File: src/hdl/scs_pkg.sv
// Shared types and constants for the sine/cosine series unit.
`timescale 1ns / 1ps

package scs_pkg;

  // Two pi in Q8.24 and half of it (rounded down), used for the turn count.
  localparam logic [31:0]  TWOPI_Q24     = 32'd105414357;
  localparam logic [31:0]  HALF_TURN_Q24 = 32'd52707178;
  // Two pi in Q4.59, rounded to nearest.
  localparam logic [63:0]  TWOPI_Q59     = 64'h3243_F6A8_885A_308D;
  localparam logic [63:0]  ONE_Q59       = 64'h0800_0000_0000_0000;
  // Rounding half for a Q4.59 product held at 118 fraction bits.
  localparam logic [127:0] RND_Q59       = {64'd0, 64'h0400_0000_0000_0000};
  localparam logic [63:0]  RND_Q30       = 64'h0000_0000_1000_0000;
  localparam logic [34:0]  ONE_Q30       = 35'h0_4000_0000;

  // Datapath commands.
  typedef enum logic [3:0] {
    DP_NOP,
    DP_LOAD,
    DP_RED,
    DP_SQ_SET,
    DP_MUL,
    DP_SQ_DONE,
    DP_CF_SET,
    DP_CF_DONE,
    DP_TM_DONE,
    DP_ACCUM,
    DP_MAG,
    DP_RND,
    DP_EMIT
  } dp_op_e;

  typedef struct packed {
    dp_op_e     op;
    logic [2:0] red_bit;  // turn count bit under trial
    logic [1:0] pp_idx;   // partial product: bit 1 picks the a half, bit 0 the b half
  } scs_cmd_t;

endpackage

File: src/hdl/scs_ctrl.sv
// Sequencer for the series unit: steps the datapath through reduction and terms.
`timescale 1ns / 1ps

module scs_ctrl
  import scs_pkg::*;
#(
  parameter int unsigned TERMS = 16,
  localparam int unsigned IW   = $clog2(TERMS)
) (
  input  logic          clk_i,
  input  logic          rst_ni,
  input  logic          in_valid_i,
  output logic          in_ready_o,
  input  logic          emit_ok_i,
  output scs_cmd_t      cmd_o,
  output logic [IW-1:0] term_idx_o
);

  typedef enum logic [12:0] {
    S_IDLE   = 13'h0001,
    S_RED    = 13'h0002,
    S_SQSET  = 13'h0004,
    S_MUL    = 13'h0008,
    S_DRAIN  = 13'h0010,
    S_SQDONE = 13'h0020,
    S_CFSET  = 13'h0040,
    S_CFDONE = 13'h0080,
    S_TMDONE = 13'h0100,
    S_ACCUM  = 13'h0200,
    S_MAG    = 13'h0400,
    S_RND    = 13'h0800,
    S_EMIT   = 13'h1000
  } state_e;

  typedef enum logic [1:0] {
    PH_SQ,
    PH_CF,
    PH_TM
  } phase_e;

  state_e        state_q, state_d;
  phase_e        phase_q, phase_d;
  logic [2:0]    bit_q, bit_d;
  logic [1:0]    pp_q, pp_d;
  logic [IW-1:0] idx_q, idx_d;

  assign in_ready_o = (state_q == S_IDLE);
  assign term_idx_o = idx_q;

  always_comb begin
    state_d       = state_q;
    phase_d       = phase_q;
    bit_d         = bit_q;
    pp_d          = pp_q;
    idx_d         = idx_q;
    cmd_o.op      = DP_NOP;
    cmd_o.red_bit = bit_q;
    cmd_o.pp_idx  = pp_q;
    case (state_q)
      S_IDLE: begin
        if (in_valid_i) begin
          cmd_o.op = DP_LOAD;
          bit_d    = 3'd4;
          state_d  = S_RED;
        end
      end
      S_RED: begin
        cmd_o.op = DP_RED;
        if (bit_q == 3'd0) begin
          state_d = S_SQSET;
        end else begin
          bit_d = bit_q - 3'd1;
        end
      end
      S_SQSET: begin
        cmd_o.op = DP_SQ_SET;
        phase_d  = PH_SQ;
        pp_d     = 2'd0;
        state_d  = S_MUL;
      end
      S_MUL: begin
        cmd_o.op = DP_MUL;
        pp_d     = pp_q + 2'd1;
        if (pp_q == 2'd3) begin
          state_d = S_DRAIN;
        end
      end
      S_DRAIN: begin
        // last partial product lands in the accumulator here
        case (phase_q)
          PH_SQ:   state_d = S_SQDONE;
          PH_CF:   state_d = S_CFDONE;
          PH_TM:   state_d = S_TMDONE;
          default: state_d = S_IDLE;
        endcase
      end
      S_SQDONE: begin
        cmd_o.op = DP_SQ_DONE;
        idx_d    = IW'(1);
        state_d  = S_CFSET;
      end
      S_CFSET: begin
        cmd_o.op = DP_CF_SET;
        phase_d  = PH_CF;
        pp_d     = 2'd0;
        state_d  = S_MUL;
      end
      S_CFDONE: begin
        cmd_o.op = DP_CF_DONE;
        phase_d  = PH_TM;
        pp_d     = 2'd0;
        state_d  = S_MUL;
      end
      S_TMDONE: begin
        cmd_o.op = DP_TM_DONE;
        state_d  = S_ACCUM;
      end
      S_ACCUM: begin
        cmd_o.op = DP_ACCUM;
        if (idx_q == IW'(TERMS - 1)) begin
          state_d = S_MAG;
        end else begin
          idx_d   = idx_q + IW'(1);
          state_d = S_CFSET;
        end
      end
      S_MAG: begin
        cmd_o.op = DP_MAG;
        state_d  = S_RND;
      end
      S_RND: begin
        cmd_o.op = DP_RND;
        state_d  = S_EMIT;
      end
      S_EMIT: begin
        if (emit_ok_i) begin
          cmd_o.op = DP_EMIT;
          state_d  = S_IDLE;
        end
      end
      default: state_d = S_IDLE;
    endcase
  end

  always_ff @(posedge clk_i or negedge rst_ni) begin
    if (!rst_ni) begin
      state_q <= S_IDLE;
      phase_q <= PH_SQ;
      bit_q   <= 3'd0;
      pp_q    <= 2'd0;
      idx_q   <= '0;
    end else begin
      state_q <= state_d;
      phase_q <= phase_d;
      bit_q   <= bit_d;
      pp_q    <= pp_d;
      idx_q   <= idx_d;
    end
  end

  a_state_onehot: assert property (@(posedge clk_i) disable iff (!rst_ni)
    $onehot(state_q))
    else $error("sequencer state is not one-hot");

  a_accept_starts_reduction: assert property (@(posedge clk_i) disable iff (!rst_ni)
    (in_valid_i && in_ready_o) |=> (state_q == S_RED && bit_q == 3'd4))
    else $error("accepted request did not start turn reduction");

  a_emit_returns_idle: assert property (@(posedge clk_i) disable iff (!rst_ni)
    (state_q == S_EMIT && emit_ok_i) |=> (state_q == S_IDLE))
    else $error("sequencer did not return to idle after emit");

endmodule

File: config.mk
export PLATFORM = sky130hd
export DESIGN_NAME = scs_ctrl
export DESIGN_NICKNAME = d
export VERILOG_FILES = /design/src/hdl/scs_pkg.sv /design/src/hdl/scs_ctrl.sv
export SDC_FILE = /design/constraint.sdc
export NUM_CORES = 1
export LEC_CHECK = 0
export ABC_CLOCK_PERIOD_IN_PS = 2130
export BUFFER_PORTS_ARGS = -buffer_cell sky130_fd_sc_hd__buf_2
export CAP_MARGIN = 20
export CORE_MARGIN = 10
export CORE_UTILIZATION = 30
export DETAILED_ROUTE_END_ITERATION = 10
export GPL_TIMING_DRIVEN = 0
export PLACE_DENSITY = 0.6
export SLEW_MARGIN = 20
export SYNTH_ARGS = -nofsm -noshare
export SYNTH_HDL_FRONTEND = slang
export SYNTH_SLANG_ARGS = --single-unit
File: constraint.sdc
create_clock -name clk_i -period 2.13 [get_ports clk_i]
set_clock_uncertainty 0.2 [all_clocks]
set_input_delay 0.3195 -clock clk_i [delete_from_list [all_inputs] [get_ports clk_i]]
set_output_delay 0.3195 -clock clk_i [all_outputs]
set_load 0.05 [all_outputs]
# Yosys cells after proc, flatten, opt, wreduce, memory -nomap -nowiden

Index checks and enable logic that the tools add are counted.

Register bits: 24
Latch bits: 0
Memory bits (writable): 0
Memory bits (read-only): 0
Output and inout port bits: 14
Word-level logic and storage cells: 58
Memories kept: 0

$add $sub $neg: 3
Multipliers: 0
Div/mod/pow operators: 0
Order comparisons: 0
Eq/ne operators: 23
Shift operators: 0
Muxes and demuxes: 17
Bitwise logic cells: 0
Reductions and logical operators: 10

Operators with widths:

| kind                                            | count |
|---|---|
| case mux 13 bit (11 select lines)               | 1 |
| 2-to-1 mux 13 bit                               | 4 |
| case mux 4 bit (12 select lines)                | 1 |
| case mux 9 bit (3 select lines)                 | 1 |
| == test 13 x 1 -> 1 bit, second input constant  | 1 |
| == test 13 x 10 -> 1 bit, second input constant | 1 |
| == test 13 x 11 -> 1 bit, second input constant | 1 |
| == test 13 x 12 -> 1 bit, second input constant | 1 |
| == test 13 bit, second input constant           | 1 |
| == test 13 x 2 -> 1 bit, second input constant  | 1 |
| == test 13 x 3 -> 1 bit, second input constant  | 1 |
| == test 13 x 4 -> 1 bit, second input constant  | 1 |
| == test 13 x 5 -> 1 bit, second input constant  | 1 |
| == test 13 x 6 -> 1 bit, second input constant  | 1 |
| == test 13 x 7 -> 1 bit, second input constant  | 1 |
| == test 13 x 8 -> 1 bit, second input constant  | 1 |
| == test 13 x 9 -> 1 bit, second input constant  | 1 |
| != test 2 bit, second input constant            | 6 |
| 2-to-1 mux 11 bit                               | 1 |
| 2-to-1 mux 4 bit                                | 2 |
| case mux 4 bit (2 select lines)                 | 1 |
| 2-to-1 mux 3 bit                                | 2 |
| case mux 2 bit (3 select lines)                 | 1 |
| case mux 3 bit (2 select lines)                 | 1 |
| 16 further kinds                                | 19 |

# Logic depth before layout (Yosys ltp)

Depth in word-level cells: 3
Gate-level depth with buffers: 8
Gate-level depth less buffers: 8

# Worst setup path before layout

OpenSTA, ideal clock, no wires.

Kind: flip-flop to output port
From: reg state_q[11]
To: out cmd_o[7] in the netlist's numbering
Arrival: 3.102 ns
Required time: 1.610 ns
Path slack: -1.492 ns
Stages on the path, launching flop included: 6
Path buffers: 1
Path through: dfrtp_1 clkbuf_1 or3_1 nor2_1 nand2_1 o311ai_0

RTL lines:

| item                   | RTL line        | source |
|---|---|---|
| start, declared        | scs_ctrl.sv:41  | `state_e state_q, state_d;` |
| start signal, assigned | scs_ctrl.sv:153 | `state_q <= state_d;` |
| end, declared          | scs_ctrl.sv:15  | `output scs_cmd_t cmd_o,` |

==> results.sh <==
export IMPL_synthTopCellsByArea="dfrtp_1 (38%), nor2_1 (3.7%), ha_1 (3.3%), nand2_1 (3.0%), nor4b_1 (2.9%)"
export IMPL_p_per_area_mw_per_mm2=1090
export IMPL_synthFlopType="dfrtp_1"
export IMPL_cp_endpoint="cmd_o[5]"
export IMPL_dpl_hpwl_mm=2.77
export IMPL_regToRegSetupSlack_ns=-0.05
export IMPL_seq_area_frac_synth_pct=39.5
export IMPL_hold_ws_ns=0.172
export IMPL_min_period_ns=2.49
export IMPL_postPlaceCellArea_mm2=0.00176
export IMPL_drt_total_wl_mm=4.29
export IMPL_ff_latch_area_um2=613
export IMPL_drive_above_1_share_pct=48.3
export IMPL_cp_start_kind="flip-flop"
export IMPL_crit_chain="or4_4 -> nor4_4 -> a22oi_2 -> o41ai_4 -> buf_6"
export IMPL_pre_cts_slack_ns=-0.520
export IMPL_port_buffers=17
export IMPL_grt_max_degree=25
export IMPL_criticalPathCategory="reg2out"
export IMPL_cts_root_buf="clkbuf_8"
export IMPL_drtIter0Drc=91
export IMPL_start_util_pct=31.7
export IMPL_outcome="finished with violations"
export IMPL_dieArea_mm2=0.00834
export IMPL_netlist_area_mm2=0.00153
export IMPL_setup_viol=8
export IMPL_endpoint_kind="output pin"
export IMPL_finalCoreUtilization_pct=46.3
export IMPL_worstReg2RegStart="state_q[3]"
export IMPL_yosys_register_bits=24
export IMPL_path_max_fanout=3
export IMPL_synth_warning_count=0
export IMPL_grt_pass1_vias=1469
export IMPL_vias=1440
export IMPL_synth_async_sr_flop_share_pct=100
export IMPL_worst_r2r_endpoint="bit_q[1]"
export IMPL_yosysMostFrequentCell="dfrtp_1"
export IMPL_ioPinCount=18
export IMPL_violations="setup timing"
export IMPL_die_y_um=91.3
export IMPL_min_period_over_period_pct=117
export IMPL_n_antenna_cell=0
export IMPL_design_area_mm2=0.00223
export IMPL_drtPass1Iterations=4
export IMPL_fin_nets=220
export IMPL_synth_top_area_share_pct=37.7
export IMPL_place_gp_congestion=0.882
export IMPL_path_clk_slew_ns=0.09
export IMPL_drcViolationCount=0
export IMPL_coreArea_mm2=0.00482
export IMPL_synth_cell_types=54
export IMPL_synth_edf_count=0
export IMPL_overflow=0
export IMPL_power_total_mw=2.43
export IMPL_cap_violations=0
export IMPL_instances_no_fill=278
export IMPL_synth_nets=171
export IMPL_cts_made_buffers=3
export IMPL_clock_fmax_mhz=401
export IMPL_cts_tree="yes"
export IMPL_multi_input_area_mm2=0.00107
export IMPL_synth_cells=163
export IMPL_drv_slew=0
export IMPL_crit_start="state_q[6]"
export IMPL_core_rowCount=25
export IMPL_avgSynthCellArea_um2=9.36
export IMPL_die_w_um=91.3
export IMPL_place_inst=247
export IMPL_clkLatencyLatePin_ns=0.27
export IMPL_cts_sinks=24
export IMPL_antenna_found_initial=0
export IMPL_setup_tns_ns=-1.56
export IMPL_timing_final_ws_setup_ns=-0.362
export IMPL_cp_arrival_ns=1.97
export IMPL_slowest_stage="or4_4"
export IMPL_power_leakage_nw=1.03
export IMPL_reg2reg_depth=5
export IMPL_slew_headroom_pct=64.3
export IMPL_holdCritStartpoint="in_valid_i"
export IMPL_wl_per_cell_um=15.4
export IMPL_rsz0062_at_grt="true"
export IMPL_worst_pin_slew_ns=0.535
export IMPL_cts_htree_levels=1
export IMPL_grt_pass1_wl_mm=7.42
export IMPL_crit_required_ns=1.61
export IMPL_grt_total_usage_pct=10.6
export IMPL_vias_per_cell=5.18
export IMPL_cp_slowest_stage_delay_ns=0.56
export IMPL_nFillCells=465
export IMPL_syn_to_final_growth_pct=46.1
export IMPL_vdd_drop_max_mv=0.402
export IMPL_hold_viol=0
export IMPL_ant_nets=0
export IMPL_yosys_top_cells_count="dfrtp_1 (23), nor2_1 (15), nand2_1 (12)"
export IMPL_clk_path_buf_depth=2
export IMPL_min_path_type="in2reg"
export IMPL_synth_top_area_cell="dfrtp_1"
per-layer routing:
layer / share of wire (%) / global-route usage, % / vias to the layer above
met5: 0 / 0 / -
met4: 2.1 / 4.70 / 0
met3: 4.3 / 2.72 / 6
met2: 50 / 17.5 / 24
met1: 44 / 12.5 / 709
li1: - / - / 701
state kept, by name, indices dropped and copies added, names as in the netlist:
name	flops
state_q	13
term_idx_o	4
bit_q	3
phase_q	2
pp_q	2
report_power, final:
part	total [mW]	switching (mW)	leakage (nW)	internal [mW]
Clock	0.314	0.149	0.0288	0.165
Combinational	1.49	0.807	0.690	0.679
Sequential	0.633	0.0916	0.311	0.541
cell families (layout without fill, tap and decap cells):
kind of cell,count (synthesis),in the layout,synth area share (%)
buffers and inverters,14,62,3.69
AOI/OAI and AO/OA,30,30,14.9
xor gates and xnor gates,7,7,4.02
adders and majority gates,4,4,3.28
DFF,24,24,39.5
muxes,3,3,1.97
and+or+nand+nor,81,81,32.7
critical path: cells and delay by family, from the launching register on:
kind / cells / cell delay [ns]
buffers and inverters: 1 / 0.21
flip-flops: 1 / 0.40
AND/OR/NAND/NOR: 2 / 0.90
AO/OA/AOI/OAI: 2 / 0.19
worst min-delay path by stage:
stage                    end  cells after the start
2_1_floorplan       bit_q[0]                      0
3_3_place_gp   term_idx_o[3]                      1
3_5_place_dp   term_idx_o[3]                      1
4_1_cts           state_q[1]                      3
5_1_grt           state_q[1]                      3
6_report          state_q[1]                      3
timing repair:
action	CTS	global route
endpoints found under the hold margin	23	0
resized for setup	41	14
setup buffers	26	2
hold buffers	1	0
pin swaps	9	11
setup endpoints to repair	23	20
cell type report:
| class | instances | area share, % |
|---|---|---|
| multi-input combinational | 125 | 47.9 |
| sequential | 24 | 27.5 |
| timing repair buffer | 46 | 15.3 |
| tap | 67 | 3.76 |
| clock buffer | 4 | 2.47 |
| buffer | 5 | 1.91 |
| inverter | 7 | 1.18 |
layout by cell type, fill, tap and decap left out, types with 4 or more instances in the layout:
cell type,instances
buf_2,12
buf_4,29
buf_6,5
clkbuf_8,4
dfrtp_1,14
dfrtp_2,9
inv_1,4
nand2_1,11
nand3_1,5
nand4_1,4
nor2_1,13
nor3_1,5
o21ai_0,5
o21ai_1,4
xor2_1,5
(Power assumes the default switching activity.)
